--- src/rtl/wmm_pkg.sv ---
`default_nettype none
package wmm_pkg;

  localparam int MaxWidth   = 512;
  localparam int MaxHeight  = 512;
  localparam int MaxRadius  = 3;
  localparam int HistDepth  = 2 * MaxRadius * MaxWidth + 2 * MaxRadius + 1;
  localparam int WinMax     = (2 * MaxRadius + 1) * (2 * MaxRadius + 1);
  localparam int AddrW      = $clog2(HistDepth);
  localparam int CountW     = 19;
  localparam int SumW       = 14;
  localparam int WinIdxW    = $clog2(WinMax);

  localparam logic [2:0] RegMode   = 3'd0;
  localparam logic [2:0] RegRadius = 3'd1;
  localparam logic [2:0] RegLeft   = 3'd2;
  localparam logic [2:0] RegTop    = 3'd3;
  localparam logic [2:0] RegRight  = 3'd4;
  localparam logic [2:0] RegBottom = 3'd5;
  localparam logic [2:0] RegWidth  = 3'd6;
  localparam logic [2:0] RegHeight = 3'd7;

  typedef struct packed {
    logic       vld;
    logic [7:0] val;
  } cell_t;

  typedef enum logic [3:0] {
    ST_IDLE, ST_SETUP, ST_CHECK, ST_DIVO, ST_POS, ST_READV,
    ST_WIN, ST_DRAIN, ST_DIVST, ST_DIVS, ST_EMIT
  } state_t;

  // Window size (2r+1)^2 for each radius.
  function automatic logic [9:0] win_count(input logic [1:0] r);
    case (r)
      2'd0:    win_count = 10'd1;
      2'd1:    win_count = 10'd9;
      2'd2:    win_count = 10'd25;
      default: win_count = 10'd49;
    endcase
  endfunction

  // Rank of the median in the sorted window, 2r^2+2r.
  function automatic logic [WinIdxW-1:0] med_rank(input logic [1:0] r);
    case (r)
      2'd0:    med_rank = WinIdxW'(0);
      2'd1:    med_rank = WinIdxW'(4);
      2'd2:    med_rank = WinIdxW'(12);
      default: med_rank = WinIdxW'(24);
    endcase
  endfunction

endpackage
`default_nettype wire

--- src/rtl/wmm_cell.sv ---
`default_nettype none
module wmm_cell (
  input  wire              clk,
  input  wire              clear,
  input  wire              ins,
  input  wire  [7:0]       pix,
  input  wmm_pkg::cell_t   prev,
  output wmm_pkg::cell_t   cur
);
  wmm_pkg::cell_t cur_r;
  logic below_self;
  logic below_prev;

  // An empty cell acts as +infinity, so the sorted row fills from the front.
  assign below_self = !cur_r.vld || (pix < cur_r.val);
  assign below_prev = !prev.vld || (pix < prev.val);

  always_ff @(posedge clk) begin
    if (clear) begin
      cur_r.vld <= 1'b0;
    end else if (ins && below_self) begin
      if (below_prev) begin
        cur_r <= prev;
      end else begin
        cur_r.vld <= 1'b1;
        cur_r.val <= pix;
      end
    end
  end

  assign cur = cur_r;
endmodule
`default_nettype wire

--- config.mk ---
export PLATFORM = sky130hd
export DESIGN_NAME = wmm_cell
export DESIGN_NICKNAME = d
export VERILOG_FILES = /design/src/rtl/wmm_pkg.sv /design/src/rtl/wmm_cell.sv
export SDC_FILE = /design/constraint.sdc
export NUM_CORES = 1
export LEC_CHECK = 0
export BUFFER_PORTS_ARGS = -buffer_cell sky130_fd_sc_hd__buf_4
export CAP_MARGIN = 15
export CORE_UTILIZATION = 50
export DETAILED_ROUTE_END_ITERATION = 12
export PLACE_DENSITY = 0.81
export RECOVER_POWER = 50
export SYNTH_ARGS = -nofsm -noshare
export SYNTH_HDL_FRONTEND = slang
export SYNTH_SLANG_ARGS = --single-unit
--- constraint.sdc ---
create_clock -name clk -period 4 [get_ports clk]
set_input_delay 0 -clock clk [delete_from_list [all_inputs] [get_ports clk]]
set_output_delay 0 -clock clk [all_outputs]
set_load 0.05 [all_outputs]
* Word level (Yosys, flattened, before mapping)
Cells that the tools add are included.
Operators by class: magnitude comparators 2, mux-type cells 1, bitwise operators 1, reduce and logical (&&, ||, !) cells 6
Operator list (count):
- $lt 8x8->1 | 2
- $mux 9 | 1
- $logic_not 1->1 | 2
- $logic_or 1x1->1 | 2
- $reduce_and 2->1 | 1
- $logic_and 1x1->1 | 1
- $not 1->1 | 1
Storage, ports and cells: bits in registers 9, input port bits 20

* Longest topological paths before layout
word-level depth 4, mapped depth 6

* Least setup slack after synthesis
No wires, ideal clock.
path type register to register, start register cur_r (netlist bit cur[1]), end register cur_r (netlist bit cur[0]) (enable), arrival time 1.980 ns, setup slack 1.647 ns, cell stages (with the launch flop) 6, period minus slack after synthesis 2.353 ns, cell sequence edfxtp_1 inv_1 ha_1 a2111o_1 a21o_1 a211oi_2
Between the ends: word-level cells in the longest chain between the ends 4
Ends and longest elaborated chain:
- start, declared | RTL line wmm_cell.sv:10 | wmm_pkg::cell_t cur_r;
- start signal, assigned | RTL line wmm_cell.sv:23 | cur_r <= prev;
- $lt 8x8->1 | RTL line wmm_cell.sv:15 | assign below_self = !cur_r.vld || (pix < cur_r.val);
- $logic_or 1x1->1 | RTL line wmm_cell.sv:15
- $logic_and 1x1->1 | RTL line wmm_cell.sv:21 | end else if (ins && below_self) begin
- $reduce_and 2->1 (no source line)
No other way between the ends. A chain may end at the register's enable or synchronous reset.

* Worst setup path after layout
start register cur_r (netlist bit cur[1]), end register cur_r (netlist bit cur[7]) (enable)
The elaborated chain is that of the path after synthesis.

==> metrics.txt <==
outcome=complete, no violations; Post CTS Setup Buffer Count=0; power density over the cells=roughly 280 nW/um2; combined area of the multi-input logic cells=roughly 460 um2; starting utilization of the core area=0.571; type of destination of the critical path=flip-flop; number of placed I/O pins=29; R2R Setup Slk=1.84 ns; FP Rows=13; slew at the pin with the worst max-slew slack=1.13 ns; switching power of the nets=between 0.08 and 0.09 mW; maximum number of pins on one net before global-route repair=9; class of the tightest hold or removal check=input port to flip-flop; setup repair after global routing missed its margin=no; synthesized netlist net count=about 110; data arrival time of the critical path=2.05 ns; cell total after placement=116; number of buffers inserted during clock tree synthesis=3; buffers from clock root to sink, at most=2; number of flip-flops under the largest register name=9; flip-flop and latch count after synthesis=9; post-cts sizing count=0; startpoint of the lowest-slack register-to-register path=cur[1]; number of nets in the finished design=140; Syn Std Cell Area=just under 800 um2; final worst-path cycle share=0.540; fill cell instance count of the final layout=approximately 120; Avg Synthesized Cell Area=between 10 and 15 um2; die span in x=roughly 42 um; final slew viol count=0; dominant cells by area after synthesis=sky130_fd_sc_hd__edfxtp_1 (30%), sky130_fd_sc_hd__ha_1 (22%), sky130_fd_sc_hd__mux2_4 (15%); switch share=0.312; combinational cell fraction of total power=0.343; worst vdd ir=roughly 0.16 mV; clock slew at reported path FFs=roughly 0.06 ns; met1 capacity usage during global routing=0.272; final hold violation count=0; Slew HR=0.247; Final Wtd Congestion=approximately 0.74; initial antenna violation count=0; count of synthesis-stage warnings from yosys=0; filler-free cell count of the finished design=between 100 and 150; TritonCTS clock tree=yes; met2 capacity usage during global routing=0.375; LEAKAGE=between 0.5 and 0.6 nW; clock net sink count=9; M3 GR Usage=0.0652; Worst Path Class, Setup=flip-flop to flip-flop; reg-to-reg endpoint=cur[7]; total negative slack for setup checks=0 ns; Via density=approximately 5.5; Diodes inserted=0; top-count cell post-synth=sky130_fd_sc_hd__inv_1; GRT Total Usage=0.232; critical path fanouts, max=8; number of detailed-route iterations in the first pass=4; DR iter-0 viols=23; Post-synth ARST share=0; Synth area leader=sky130_fd_sc_hd__edfxtp_1; Final Power=0.277 mW; Most Crowded Layer GR=met2; Finish-stage setup viols=0; area occupied by registers=~260 um2; Synth Instances=between 70 and 80; clock share of power=0.249; CP startpoint=cur[1]; design internal power=between 0.15 and 0.2 mW; cell types with the highest counts after synthesis=sky130_fd_sc_hd__inv_1 (16), sky130_fd_sc_hd__ha_1 (14), sky130_fd_sc_hd__edfxtp_1 (8), sky130_fd_sc_hd__mux2_4 (8); startpoint class of the critical path=flip-flop; worst-case clock skew=a little over 0.004 ns; routed wirelength normalized by instance count=approximately 14 um; number of buffers inserted by hold repair at cts=0; die boundary height=between 40 and 50 um; wire length of the first global-routing pass=3080 um; aggregate global routing overflow=0; residual antenna-violating net count after detailed routing=0; number of maximum-capacitance violations=0; maximum level of the CTS H-tree=1; share of layout cells above drive strength 1=0.295; highest clock rate=about 460 MHz; final critical-path required period=2.16 ns; worst endpoint required time=3.89 ns; vias=around 660; count of flip-flops with a built-in enable after synthesis=8; synth unique cells=22; DRC violations left=0; portion of total power attributed to sequential cells=0.408; most used flip-flop cell after synthesis=sky130_fd_sc_hd__edfxtp_1; synth-to-layout area growth=25.8%; share of Yosys cell area claimed by the top area cell type=0.304; clock network latency to the later pin of the worst-skew pair=around 0.26 ns; sum of net half-perimeters after detailed placement=1460 um; Port-buffer cells=28; die area=1740 um2; clock root buffer=sky130_fd_sc_hd__clkbuf_4; core area=1380 um2; drt total wl=roughly 1700 um; sequential-to-total area share from yosys stat=0.330; capturing element of the worst setup path=cur[7]; vias in the first global route=739; number of cell instances on the worst register-to-register path=5
[critical path: stages (launching register included)]
cell                       delay (ns)
sky130_fd_sc_hd__edfxtp_1        0.39
sky130_fd_sc_hd__inv_1           0.07
sky130_fd_sc_hd__ha_1            0.22
sky130_fd_sc_hd__a2111o_1        0.37
sky130_fd_sc_hd__a21o_1          0.18
sky130_fd_sc_hd__a211oi_2        0.56
[stage by stage]
stage	setup slack (ns)	hold WS [ns]	area, um2	util
finish	1.84	0.0141	993	0.719
detailed placement	1.86	0.280	1020	0.737
floorplan	1.65	0.136	790	-
CTS	1.84	0.0121	1040	0.756
global route	1.67	0.0202	993	0.719
global placement	1.91	0.276	1020	0.737
[power by group through the flow]
stage          sequential [mW]  clock (mW)  combinational (mW)
3_3_place_gp             0.114           0              0.0980
2_1_floorplan            0.132           0              0.0475
4_1_cts                  0.113      0.0684               0.103
6_report                 0.113      0.0689              0.0948
5_1_grt                  0.114      0.0700               0.106
3_5_place_dp             0.115           0               0.102
[how the worst min path moves through the flow]
| stage | start | end | slack, ns | cells past startpoint |
|---|---|---|---|---|
| final | prev[8] | cur[8] | 0.01 | 2 |
| after global routing | prev[8] | cur[8] | 0.02 | 2 |
| after CTS | clear | cur[8] | 0.01 | 3 |
| after detailed placement | clear | cur[8] | 0.28 | 3 |
| after global placement | clear | cur[8] | 0.28 | 3 |
| after floorplan | prev[8] | cur[8] | 0.14 | 1 |
[cell usage in the layout, fill, tap and decap left out, types with 2 or more instances in the layout]
cell type,n
sky130_fd_sc_hd__a21oi_1,4
sky130_fd_sc_hd__buf_4,18
sky130_fd_sc_hd__clkbuf_1,11
sky130_fd_sc_hd__clkbuf_4,3
sky130_fd_sc_hd__edfxtp_1,8
sky130_fd_sc_hd__ha_1,14
sky130_fd_sc_hd__inv_1,16
sky130_fd_sc_hd__mux2_4,8
sky130_fd_sc_hd__nand2_1,2
sky130_fd_sc_hd__nor2_1,4
sky130_fd_sc_hd__o21ai_0,3
[cell type report]
| type | count | area share |
|---|---|---|
| flip-flops and latches | 9 | 0.262 |
| repair buffers | 28 | 0.174 |
| inverters | 16 | 0.0605 |
| clock buffers | 4 | 0.0264 |
| well taps | 15 | 0.0189 |
| multi-input cells | 48 | 0.458 |
[cell families after synthesis]
logic type	count (synthesis)	share of synthesized area
fa+ha+maj	14	0.222
buf+inv	16	0.0761
mux	8	0.152
compound gates	14	0.139
simple gates	12	0.0808
flops	9	0.330
[routing by layer]
metal | share of wire | wire length, um | vias to the layer above
li1 | - | - | 327
met1 | 0.44 | 741 | 296
met2 | 0.47 | 802 | 26
met3 | 0.054 | 92 | 7
met4 | 0.031 | 53 | 0
met5 | 0 | 0 | -
Note: power is estimated with default switching activity, not from simulation.
