==> config.mk <==
export PLATFORM = sky130hd
export DESIGN_NAME = wmm_div
export DESIGN_NICKNAME = d
export VERILOG_FILES = /design/src/rtl/wmm_pkg.sv /design/src/rtl/wmm_div.sv
export SDC_FILE = /design/constraint.sdc
export NUM_CORES = 1
export LEC_CHECK = 0
export ABC_AREA = 0
export BUFFER_PORTS_ARGS = -buffer_cell sky130_fd_sc_hd__buf_4
export CAP_MARGIN = 20
export CORE_MARGIN = 2
export CORE_UTILIZATION = 55
export DETAILED_ROUTE_END_ITERATION = 7
export HOLD_SLACK_MARGIN = 0.03
export PLACE_DENSITY_LB_ADDON = 0.05
export RECOVER_POWER = 100
export SETUP_SLACK_MARGIN = 0.5
export SLEW_MARGIN = 10
export SYNTH_ARGS = -nofsm -noshare
export SYNTH_HDL_FRONTEND = slang
export SYNTH_SLANG_ARGS = --single-unit
==> constraint.sdc <==
create_clock -name clk -period 4.3 [get_ports clk]
set_clock_uncertainty 0.2 [all_clocks]
set_input_delay 0.43 -clock clk [delete_from_list [all_inputs] [get_ports clk]]
set_output_delay 0.43 -clock clk [all_outputs]
set_load 0.05 [all_outputs]
==> src/rtl/wmm_pkg.sv <==
`default_nettype none
package wmm_pkg;

  localparam int MaxWidth   = 512;
  localparam int MaxHeight  = 512;
  localparam int MaxRadius  = 3;
  localparam int HistDepth  = 2 * MaxRadius * MaxWidth + 2 * MaxRadius + 1;
  localparam int WinMax     = (2 * MaxRadius + 1) * (2 * MaxRadius + 1);
  localparam int AddrW      = $clog2(HistDepth);
  localparam int CountW     = 19;
  localparam int SumW       = 14;
  localparam int WinIdxW    = $clog2(WinMax);

  localparam logic [2:0] RegMode   = 3'd0;
  localparam logic [2:0] RegRadius = 3'd1;
  localparam logic [2:0] RegLeft   = 3'd2;
  localparam logic [2:0] RegTop    = 3'd3;
  localparam logic [2:0] RegRight  = 3'd4;
  localparam logic [2:0] RegBottom = 3'd5;
  localparam logic [2:0] RegWidth  = 3'd6;
  localparam logic [2:0] RegHeight = 3'd7;

  typedef struct packed {
    logic       vld;
    logic [7:0] val;
  } cell_t;

  typedef enum logic [3:0] {
    ST_IDLE, ST_SETUP, ST_CHECK, ST_DIVO, ST_POS, ST_READV,
    ST_WIN, ST_DRAIN, ST_DIVST, ST_DIVS, ST_EMIT
  } state_t;

  // Window size (2r+1)^2 for each radius.
  function automatic logic [9:0] win_count(input logic [1:0] r);
    case (r)
      2'd0:    win_count = 10'd1;
      2'd1:    win_count = 10'd9;
      2'd2:    win_count = 10'd25;
      default: win_count = 10'd49;
    endcase
  endfunction

  // Rank of the median in the sorted window, 2r^2+2r.
  function automatic logic [WinIdxW-1:0] med_rank(input logic [1:0] r);
    case (r)
      2'd0:    med_rank = WinIdxW'(0);
      2'd1:    med_rank = WinIdxW'(4);
      2'd2:    med_rank = WinIdxW'(12);
      default: med_rank = WinIdxW'(24);
    endcase
  endfunction

endpackage
`default_nettype wire

==> src/rtl/wmm_div.sv <==
`default_nettype none
module wmm_div (
  input  wire                             clk,
  input  wire                             rst_n,
  input  wire                             start,
  input  wire  [wmm_pkg::CountW-1:0]      dividend,
  input  wire  [9:0]                      divisor,
  output logic                            busy,
  output logic                            done,
  output logic [wmm_pkg::CountW-1:0]      quot,
  output logic [9:0]                      rem
);
  localparam int CntW = $clog2(wmm_pkg::CountW + 1);

  logic [wmm_pkg::CountW-1:0] q_r;
  logic [10:0]                rem_r;
  logic [9:0]                 dvs_r;
  logic [CntW-1:0]            cnt_r;
  logic                       done_r;
  logic [10:0]                rem_sh;
  logic                       ge;

  assign rem_sh = {rem_r[9:0], q_r[wmm_pkg::CountW-1]};
  assign ge     = rem_sh >= {1'b0, dvs_r};

  always_ff @(posedge clk) begin
    if (!rst_n) begin
      cnt_r  <= '0;
      done_r <= 1'b0;
    end else begin
      done_r <= 1'b0;
      if (start) begin
        cnt_r <= CntW'(wmm_pkg::CountW);
      end else if (cnt_r != '0) begin
        cnt_r <= cnt_r - CntW'(1);
        if (cnt_r == CntW'(1)) begin
          done_r <= 1'b1;
        end
      end
    end
  end

  always_ff @(posedge clk) begin
    if (start) begin
      q_r   <= dividend;
      rem_r <= '0;
      dvs_r <= divisor;
    end else if (cnt_r != '0) begin
      q_r   <= {q_r[wmm_pkg::CountW-2:0], ge};
      rem_r <= ge ? (rem_sh - {1'b0, dvs_r}) : rem_sh;
    end
  end

  assign busy = (cnt_r != '0);
  assign done = done_r;
  assign quot = q_r;
  assign rem  = rem_r[9:0];
endmodule
`default_nettype wire

## Yosys cells after proc, flatten, opt, wreduce, memory -nomap -nowiden

Cells that the tools add are included.

| storage, ports and cells | value |
|---|---|
| bits of input ports | 32 |
| bits in registers | 45 |
| word-level logic and storage cells | 22 |
| output and inout bits | 31 |

| operators by class | value |
|---|---|
| reduce and logical (&&, ||, !) cells | 4 |
| bitwise operators | 2 |
| equality and inequality tests | 1 |
| add/sub/neg operators | 2 |
| muxes and demuxes | 6 |
| $lt $le $gt $ge | 1 |

Operator list:

| operator | number |
|---|---|
| $mux W19 | 2 |
| $ge A11 B10 Y1 | 1 |
| $mux W10 | 1 |
| $mux W5 | 2 |
| $sub A10 B10 Y10 | 1 |
| $eq A5 B1 Y1 const B | 1 |
| $reduce_bool A5 Y1 | 1 |
| $sub A5 B1 Y5 const B | 1 |
| $reduce_or A3 Y1 | 1 |
| $not A1 Y1 | 2 |
| $reduce_bool A2 Y1 | 1 |
| $reduce_or A2 Y1 | 1 |
| $mux W1 | 1 |

## Longest topological paths before layout

Gate-level depths: netlist of run 1.

| logic depth | value |
|---|---|
| word-level depth | 3 |
| depth in mapped cells | 10 |
| mapped depth without buffers | 10 |

## Least setup slack after synthesis of run 1

Ideal clock, no wire load.

| path | value |
|---|---|
| path type | register to register |
| from | reg rem_r[7] |
| to | reg q_r (netlist bit quot[0]), data pin |
| setup time | 0.260 ns |
| slack | 1.702 ns |
| buffers on the path | 0 |
| period minus slack after synthesis | 2.598 ns |
| data required time | 3.840 ns |
| arrival | 2.138 ns |
| cell stages (with the launch flop) | 6 |
| cells stage by stage | dfxtp_1 > ha_1 > a21o_1 > a2111oi_4 > nand2_2 > mux2_2 |

| between the ends | value |
|---|---|
| cells in the longest elaborated chain, start to end | 3 |

RTL lines:

| what | line | text |
|---|---|---|
| start, declared | wmm_div.sv:16 | `logic [10:0] rem_r;` |
| start signal, assigned | wmm_div.sv:50 | `rem_r <= ge ? (rem_sh - {1'b0, dvs_r}) : rem_sh;` |
| $ge A11 B10 Y1 | wmm_div.sv:24 | `assign ge = rem_sh >= {1'b0, dvs_r};` |
| $mux W19 | wmm_div.sv:48 | `end else if (cnt_r != '0) begin` |
| $mux W19 | wmm_div.sv:44 | `if (start) begin` |
| end signal, assigned | wmm_div.sv:45 | `q_r <= dividend;` |
| end signal, assigned | wmm_div.sv:49 | `q_r <= {q_r[wmm_pkg::CountW-2:0], ge};` |
| end, declared | wmm_div.sv:15 | `logic [wmm_pkg::CountW-1:0] q_r;` |

No other way between the ends. The select of a mux whose other input is x is not followed.
A chain may end at the register's enable or synchronous reset.

## Worst setup path in the final report of run 1

| path | value |
|---|---|
| from | in start |
| to | reg q_r (netlist bit quot[0]), enable pin |

| between the ends | value |
|---|---|
| cells in the longest elaborated chain, start to end | 1 |

RTL lines:

| what | line | text |
|---|---|---|
| start, declared | wmm_div.sv:5 | `input wire start,` |
| $reduce_bool A2 Y1 (no source line) | n/a |  |

No other way between the ends.

==> results_dict.tcl, run 1 <==
set metrics [dict create \
    clock_latency_ns 0.29 \
    worst_pin_slew_ns 2.08 \
    hold_path.class "input pin to register" \
    synth_seq_cells 45 \
    fp-row-count 23 \
    clock_path_buffers 2 \
    critPathMaxFanout 41 \
    synth_top_family_by_area "compound AO/OA/AOI/OAI gates" \
    wirelength_um 4790 \
    synth.avg_cell_area_um2 11.6 \
    fmax_mhz 314 \
    grt_pass1_wl_um 8280 \
    cts_setup_buffers 0 \
    tns_ns 0 \
    fin_nets 309 \
    p_per_area_mw_per_mm2 642 \
    synth-simple-area-share_pct 10.0 \
    drcViolationCount 0 \
    finalNonFillerCells 315 \
    root_buffer "clkbuf_8" \
    start_util_pct 57.8 \
    critPathLaunchType "input pin" \
    crit_arrival_ns 2.91 \
    htreeDepth 2 \
    drt-initial-drc-count 126 \
    cts-hold-fix-buffers 0 \
    maxSlewHeadroom_pct -38.9 \
    status "finished, violations left" \
    hold_viol 0 \
    synth-xor-area-share_pct 3.01 \
    cts_resized 0 \
    swShare_pct 46.2 \
    synth_top_area_cell "edfxtp_1" \
    synth.most_common_cell "edfxtp_1" \
    boundaryPins 63 \
    route.vias.total 1748 \
    path_clk_slew_ns 0.09 \
    synth_compound_area_share_pct 14.1 \
    placedCellCount 307 \
    grt_pass1_vias 1713 \
    area_growth_pct 19.9 \
    ys_top_cells_by_area "edfxtp_1 37%, dfxtp_1 14%, mux2_2 9.2%" \
    drv_slew 42 \
    fp.dieH_um 69.1 \
    fin_ws_ns 1.11 \
    period_share_pct 74.1 \
    worst_ep_required_time_ns 4.02 \
    total_power_mw 1.79 \
    ys.warnings.count 0 \
    pwr-share-comb_pct 50.5 \
    power_frac_seq_pct 35.2 \
    multi_input_area_mm2 0.00104 \
    n_fill_cell 352 \
    yosysSeqAreaShare_pct 51.2 \
    die_area_mm2 0.00477 \
    syn_inst 200 \
    synth-edff-count 29 \
    violations "capacitance limit, slew limit" \
    pre_cts_ws_ns 1.65 \
    worstSetupEndpointType "register" \
    fin_crit_ns 3.19 \
    netlist_area_mm2 0.00233 \
    synthMuxAreaShare_pct 10.5 \
    rsz0062_at_grt "no" \
    synth_common_cells "29 x edfxtp_1, 19 x mux2_2, 17 x inv_1, 17 x nor2_1, 16 x dfxtp_1" \
    gp_congestion 0.848 \
    leakagePower_nw 1.12 \
    ir_drop_uv 306 \
    setup_viol 0 \
    synth-main-ff-cell "edfxtp_1" \
    seqCellArea_mm2 0.00119 \
    cts_made_buffers 5 \
    synthDominantCellAreaShare_pct 37.4 \
    grt_max_degree 42 \
    async_reset_ff_share_pct 0 \
    path_class "input pin to register" \
    synthAdderAreaFrac_pct 7.31 \
    whs_ns 0.129 \
    synth_cell_types 46 \
    dpl.hpwl_um 3590 \
    viasPerCell 5.55 \
    clock-sinks 45 \
    place_area_mm2 0.00283 \
    fin_area_mm2 0.00279 \
    power_switching_mw 0.827 \
    grt-ovfl-total 0 \
    cts_tree "built" \
    ant_nets 0 \
    antenna_found_initial 0 \
    core_mm2 0.00403 \
    clockPowerShare_pct 14.2 \
    avgRoutedWirePerCell_um 15.2 \
    drive_above_1_share_pct 23.0 \
    grt_usage_pct 21.6 \
    syn_nets 245 \
    chipWidth_um 69.1 \
    port_buffers 62 \
    internal_power_mw 0.965 \
    drt-pass1-iter-count 4 \
    fin_util_pct 69.3 \
    cap_violations 1 \
    insertedDiodeCount 0 \
]
-- power by group through the flow --
stage / Clock, mW / Combinational (mW) / Sequential [mW]
2_1_floorplan: 0 / 0.482 / 0.881
3_3_place_gp: 0 / 0.957 / 0.642
3_5_place_dp: 0 / 0.964 / 0.642
4_1_cts: 0.262 / 0.970 / 0.634
5_1_grt: 0.279 / 0.977 / 0.646
6_report: 0.255 / 0.906 / 0.631
-- kinds of logic (layout without fill, tap and decap cells) --
family,after synthesis,after routing
adder cells (fa/ha/maj),13,13
AO/OA/AOI/OAI,43,43
AND/OR/NAND/NOR,47,47
multiplexers,22,22
XOR/XNOR,8,8
buffers and inverters,22,87
flip-flops,45,45
-- placed cells by master (no fill, tap or decap), types with 4 or more instances in the layout --
master and instances:
clkbuf_1 34, edfxtp_1 29, buf_4 20, mux2_2 19, nor2_1 17, inv_1 17
dfxtp_1 16, a21oi_1 13, ha_1 12, clkbuf_4 10, nand2_1 7, xnor2_1 7
clkbuf_8 5, nand3_1 4, o21ai_0 4, nor2b_1 4
-- per-layer routing --
| layer | vias up | track usage [%] | wire length, um |
|---|---|---|---|
| met3 | 4 | 3.95 | 316 |
| met4 | 0 | 7.84 | 39 |
| met2 | 72 | 33.8 | 2350 |
| met1 | 811 | 30.0 | 2090 |
| met5 | - | 0 | 0 |
| li1 | 861 | - | - |
-- worst max-delay path, cell delays in order --
cell      delay, ns
clkbuf_1       1.45
nor2_1         0.33
inv_1          0.66
-- registers in the layout, indices dropped and copies added, names as in the netlist --
signal,flops
dvs_r,10
cnt_r,5
quot,19
done,1
rem_r,10
-- final cells by class --
type	instances	area share (%)
flip-flops and latches	45	42.7
multi-input cells	133	37.4
repair buffers	62	12.4
clock buffers	7	2.74
inverters	17	2.29
well taps	50	2.24
clock inverters	1	0.269
-- worst paths after layout --
| kind | start | cells past startpoint | end | slack [ns] |
|---|---|---|---|---|
| max | start | 3 | quot[0] | 1.11 |
| min | divisor[4] | 1 | dvs_r[4] | 0.13 |
| max reg2reg | rem_r[7] | 6 | rem_r[0] | 1.51 |
| min reg2reg | cnt_r[3] | 1 | done | 0.28 |
Power figures use the tool's default switching activity.
==> run 2, diff against run 1 <==
--- a/config.mk
+++ b/config.mk
@@ -9,7 +9,7 @@
 export BUFFER_PORTS_ARGS = -buffer_cell sky130_fd_sc_hd__buf_4
 export CAP_MARGIN = 20
 export CORE_MARGIN = 2
-export CORE_UTILIZATION = 55
+export CORE_UTILIZATION = 47
 export DETAILED_ROUTE_END_ITERATION = 7
 export HOLD_SLACK_MARGIN = 0.03
 export PLACE_DENSITY_LB_ADDON = 0.05
==> constraint.sdc (replaced) <==
create_clock -name clk -period 2.7 [get_ports clk]
set_clock_uncertainty 0.2 [all_clocks]
set_input_delay 0.27 -clock clk [delete_from_list [all_inputs] [get_ports clk]]
set_output_delay 0.27 -clock clk [all_outputs]
set_load 0.05 [all_outputs]
==> results_dict.tcl, run 2 (synthesized netlist as in run 1, its figures left out) <==
set metrics [dict create \
    clock-sinks 45 \
    leakagePower_nw 1.24 \
    fmax_mhz 411 \
    die_area_mm2 0.00553 \
    rsz0062_at_grt "yes" \
    fp-row-count 25 \
    hold_path.class "input pin to register" \
    status "finished, final reports clean" \
    drcViolationCount 0 \
    cp_slowest_cell "a2111oi_2" \
    drv_slew 0 \
    pwr-share-comb_pct 52.9 \
    power_frac_seq_pct 31.7 \
    internal_power_mw 1.86 \
    antenna_found_initial 0 \
    boundaryPins 63 \
    final_common_cell "clkbuf_1" \
    pre_cts_ws_ns 0.290 \
    cts_tree "built" \
    grt_usage_pct 20.6 \
    setup_viol 0 \
    critPathLaunchType "register" \
    worstSetupEndpointType "register" \
    fin_nets 333 \
    port_buffers 62 \
    avgRoutedWirePerCell_um 15.2 \
    period_share_pct 90.1 \
    power_switching_mw 1.43 \
    largest_register_ffs 19 \
    ir_drop_uv 547 \
    wirelength_um 5400 \
    insertedDiodeCount 0 \
    cp_common_cell "a21oi_1" \
    worst_pin_slew_ns 0.653 \
    grt_max_degree 33 \
    tns_ns 0 \
    root_buffer "clkbuf_8" \
    fp.dieH_um 74.4 \
    chipWidth_um 74.4 \
    grt-ovfl-total 0 \
    hold_viol 0 \
    dpl.hpwl_um 3770 \
    grt_pass1_wl_um 8580 \
    gp_congestion 0.902 \
    fin_ws_ns 0.267 \
    p_per_area_mw_per_mm2 1020 \
    multi_input_area_mm2 0.00122 \
    maxSlewHeadroom_pct 56.5 \
    worst_ep_required_time_ns 2.64 \
    critPathMaxFanout 7 \
    cap_violations 0 \
    final_cell_mix "37 x clkbuf_1, 29 x edfxtp_1, 26 x buf_4" \
    viasPerCell 5.18 \
    fin_crit_ns 2.43 \
    cts_made_buffers 5 \
    n_fill_cell 421 \
    area_growth_pct 38.7 \
    crit_arrival_ns 2.38 \
    clock_path_buffers 2 \
    htreeDepth 2 \
    route.vias.total 1843 \
    path_class "register to register" \
    swShare_pct 43.5 \
    critPathBufInv 3 \
    critPathMaxStageDelay_ns 0.56 \
    ant_nets 0 \
    clockPowerShare_pct 15.4 \
    path_clk_slew_ns 0.09 \
    clock_latency_ns 0.29 \
    core_mm2 0.00475 \
    grt_pass1_vias 1827 \
    drt-pass1-iter-count 4 \
    drt-initial-drc-count 66 \
    crit_family "compound AO/OA/AOI/OAI gates" \
    start_util_pct 48.9 \
    seqCellArea_mm2 0.00120 \
    drive_above_1_share_pct 35.6 \
    path_cells "inv_2 > ha_4 > nand4_1 > nor3_4 > a2111oi_2 > buf_4 > buf_6 > a21oi_1 > a21oi_1 > a211oi_1" \
]
run 2: cell types whose count changed in the layout (fill, tap and decap cells not counted), sizes merged:
cell	delta
clkinvlp	-1
clkinv	+1
dlygate4sd3	+11
bufinv	+1
buf	+7
clkbuf	+5
run 2: power groups by stage:
stage | sequential (mW) | combinational, mW | clock [mW]
3_5_place_dp | 1.04 | 1.59 | 0
2_1_floorplan | 1.42 | 0.804 | 0
5_1_grt | 1.07 | 1.87 | 0.548
6_report | 1.05 | 1.74 | 0.509
4_1_cts | 1.03 | 1.74 | 0.525
3_3_place_gp | 1.04 | 1.59 | 0
run 2: path summary, 6_finish.rpt:
check | from | end | slack (ns) | cells past startpoint
worst max-delay path | dvs_r[9] | rem_r[3] | 0.27 | 10
worst min-delay path | dividend[12] | quot[12] | 0.07 | 2
worst max register to register | dvs_r[9] | rem_r[3] | 0.27 | 10
worst min register to register | cnt_r[3] | done | 0.27 | 1
run 2: repair_timing:
item	in CTS	in global routing
resized for setup	9	20
hold buffers	11	0
buffers inserted	7	1
hold endpoints to repair	13	0
setup endpoints to repair	11	12
pin swaps	6	10
run 2: cell type report:
cell class,count,area share [%]
multi-input cells,133,37.8
clock inverters,2,1.20
repair buffers,86,16.8
well taps,67,2.60
flip-flops and latches,45,37.3
inverters,17,1.98
clock buffers,6,2.25
run 2: per-layer routing:
layer	up-vias	global-route usage, %	part of all wire, %
met3	7	5.28	4.4
met4	0	5.95	1.4
met5	-	0	0
met1	874	27.0	45
li1	910	-	-
met2	52	33.9	50
run 2: per-stage QoR:
step           std cells  area, um^2  total power [mW]  hold WS (ns)  util (%)
6_report             356        3230              3.30        0.0710      67.9
5_1_grt              356        3230              3.48        0.0588      67.9
4_1_cts              355        3260              3.30        0.0633      68.6
3_5_place_dp         329        2950              2.63         0.249      61.9
3_3_place_gp         329        2950              2.63         0.249      61.9
2_1_floorplan        200        2390              2.23         0.169         -
==> run 3, diff against run 2 <==
--- a/config.mk
+++ b/config.mk
@@ -5,11 +5,11 @@
 export SDC_FILE = /design/constraint.sdc
 export NUM_CORES = 1
 export LEC_CHECK = 0
-export ABC_AREA = 0
+export ABC_AREA = 1
 export BUFFER_PORTS_ARGS = -buffer_cell sky130_fd_sc_hd__buf_4
 export CAP_MARGIN = 20
 export CORE_MARGIN = 2
-export CORE_UTILIZATION = 47
+export CORE_UTILIZATION = 48
 export DETAILED_ROUTE_END_ITERATION = 7
 export HOLD_SLACK_MARGIN = 0.03
 export PLACE_DENSITY_LB_ADDON = 0.05
==> results_dict.tcl, run 3 <==
set metrics [dict create \
    critPathMaxStageDelay_ns 0.38 \
    r2r_end "quot[0]" \
    grt_usage_pct 21.8 \
    synth.avg_cell_area_um2 8.19 \
    netlist_area_mm2 0.00256 \
    area_growth_pct 28.8 \
    rr_startpoint "rem_r[5]" \
    route.vias.total 2291 \
    p_per_area_mw_per_mm2 950 \
    path_cells "ha_1 > nand2_1 > nand2_1 > a21oi_1 > nand2_2 > nand2_1 > nand2_8 > inv_1 > o21ai_0" \
    grt_pass1_wl_um 10200 \
    antenna_found_initial 0 \
    reg2reg_depth 9 \
    cp_slowest_cell "ha_1" \
    ir_drop_uv 461 \
    worstSetupEndpointType "register" \
    fin_util_pct 64.5 \
    synth-main-ff-cell "edfxtp_1" \
    synthMuxAreaShare_pct 0 \
    gp_congestion 0.945 \
    final_common_cell "nand2_1" \
    period_share_pct 84.1 \
    worst_ep_required_time_ns 2.55 \
    hold_viol 0 \
    path_clk_slew_ns 0.09 \
    fin_area_mm2 0.00329 \
    maxSlewHeadroom_pct 46.4 \
    final_cell_mix "112 x nand2_1, 49 x inv_1, 33 x clkbuf_1" \
    syn_nets 357 \
    chipWidth_um 77.0 \
    clock_latency_ns 0.30 \
    synth-simple-area-share_pct 30.1 \
    wirelength_um 6180 \
    fp-row-count 26 \
    syn_inst 312 \
    htreeDepth 2 \
    synth_common_cells "111 x nand2_1, 49 x inv_1, 29 x edfxtp_1, 22 x nand3_1, 16 x dfxtp_1" \
    worst_pin_slew_ns 0.804 \
    cts_made_buffers 5 \
    synth_cell_types 33 \
    synth_seq_cells 45 \
    ff2ff_setup_slack_ns 0.43 \
    fin_nets 446 \
    synth_compound_area_share_pct 6.17 \
    drcViolationCount 0 \
    synth_top_area_cell "edfxtp_1" \
    leakagePower_nw 1.61 \
    cp_common_cell "nand2_1" \
    critPathBufInv 1 \
    tns_ns 0 \
    clock-sinks 45 \
    drv_slew 0 \
    cts_tree "built" \
    hold_depth 3 \
    drive_above_1_share_pct 16.7 \
    clock_path_buffers 2 \
    path_class "register to register" \
    fmax_mhz 440 \
    synth_top_family_by_area "simple AND/OR/NAND/NOR gates" \
    crit_family "simple AND/OR/NAND/NOR gates" \
    largest_register_ffs 19 \
    drt-pass1-iter-count 5 \
    root_buffer "clkbuf_8" \
    dpl.hpwl_um 4280 \
    cap_violations 0 \
    synthAdderAreaFrac_pct 6.66 \
    avgRoutedWirePerCell_um 13.1 \
    core_mm2 0.00511 \
    grt_max_degree 33 \
    hold_path.class "input pin to register" \
    start_util_pct 50.0 \
    place_area_mm2 0.00309 \
    setup_viol 0 \
    fin_crit_ns 2.27 \
    drt-initial-drc-count 209 \
    synthDominantCellAreaShare_pct 34.1 \
    crit_arrival_ns 2.12 \
    fp.dieH_um 77.0 \
    viasPerCell 4.85 \
    yosysSeqAreaShare_pct 46.6 \
    synth.most_common_cell "nand2_1" \
    synth-edff-count 29 \
    synth-xor-area-share_pct 1.37 \
    grt-ovfl-total 0 \
    critPathLaunchType "register" \
    insertedDiodeCount 0 \
    die_area_mm2 0.00593 \
    rsz0062_at_grt "no" \
    critPathMaxFanout 11 \
    boundaryPins 63 \
    grt_pass1_vias 2183 \
    port_buffers 62 \
    whs_endpoint "quot[16]" \
    hp-start "dividend[16]" \
    ant_nets 0 \
    status "finished, final reports clean" \
    ys_top_cells_by_area "edfxtp_1 34%, nand2_1 16%, dfxtp_1 13%" \
    ys.warnings.count 0 \
    async_reset_ff_share_pct 0 \
]
==> run 3: changes by cell type after synthesis, moves of 4 or more <==
cell | before | now
nand3_1 | 4 | 22
a21oi_2 | 0 | 7
mux2_2 | 19 | 0
nor2_1 | 17 | 9
o21ai_0 | 4 | 10
nand2_2 | 1 | 9
a21oi_1 | 13 | 5
xnor2_1 | 7 | 0
nor2b_1 | 4 | 0
inv_1 | 17 | 49
nand2_1 | 6 | 111
==> run 3: worst max path at each step <==
| stage | end | start | depth (start not counted) |
|---|---|---|---|
| 2_1_floorplan | rem_r[6] | rem_r[1] | 11 |
| 3_3_place_gp | rem_r[8] | quot[18] | 12 |
| 6_report | quot[0] | rem_r[5] | 9 |
| 4_1_cts | quot[0] | dvs_r[4] | 10 |
| 5_1_grt | quot[0] | dvs_r[4] | 10 |
| 3_5_place_dp | quot[0] | rem_r[2] | 9 |
==> run 3: per-stage QoR <==
stage	hold WS [ns]	total power, mW	setup slack, ns	cells
finish	0.0354	3.13	0.428	472
global route	0.0323	3.32	0.277	472
detailed placement	0.236	2.68	0.585	441
floorplan	0.169	2.29	0.506	312
global placement	0.234	2.67	0.626	441
CTS	0.0307	3.23	0.545	469
==> run 3: cells by family after synthesis <==
| kind of cell | Yosys count |
|---|---|
| XOR/XNOR | 4 |
| buffers and inverters | 57 |
| AND/OR/NAND/NOR | 168 |
| AO/OA/AOI/OAI | 25 |
| flip-flops | 45 |
| adder cells (fa/ha/maj) | 13 |
==> run 3: area by class of cell <==
class	instances	area [um^2]
Tap cell	70	87.6
Fill cell	488	1810
Clock buffer	6	72.6
Sequential cell	45	1190
Timing Repair Buffer	88	588
Multi-Input combinational cell	210	1120
Inverter	51	191
Clock inverter	2	38.8
==> run 3: report_power, final <==
| part | leakage [nW] | total [mW] | switching [mW] | internal, mW |
|---|---|---|---|---|
| registers | 0.434 | 0.991 | 0.112 | 0.879 |
| clock network | 0.0554 | 0.519 | 0.241 | 0.278 |
| logic | 1.12 | 1.62 | 1.15 | 0.465 |
==> run 3: routing by layer <==
layer | wire [um] | track usage [%] | part of all wire, % | up-vias
li1 | - | - | - | 1166
met1 | 2720 | 27.4 | 44 | 1028
met2 | 3010 | 38.1 | 49 | 85
met3 | 347 | 4.59 | 5.6 | 12
met4 | 102 | 5.89 | 1.7 | 0
met5 | 0 | 0 | 0 | -
==> run 3: worst register-to-register path: stages, from the launching register on <==
cell     delay (ns)
dfxtp_1        0.36
ha_1           0.38
nand2_1        0.10
nand2_1        0.09
a21oi_1        0.21
nand2_2        0.09
nand2_1        0.24
nand2_8        0.15
inv_1          0.13
o21ai_0        0.08
==> run 3: timing repair <==
action,4_1_cts,5_1_grt
gates resized for setup,0,2
endpoints found under the hold margin,21,0
hold buffers,20,0
buffers inserted,0,3
setup endpoints to repair,0,4
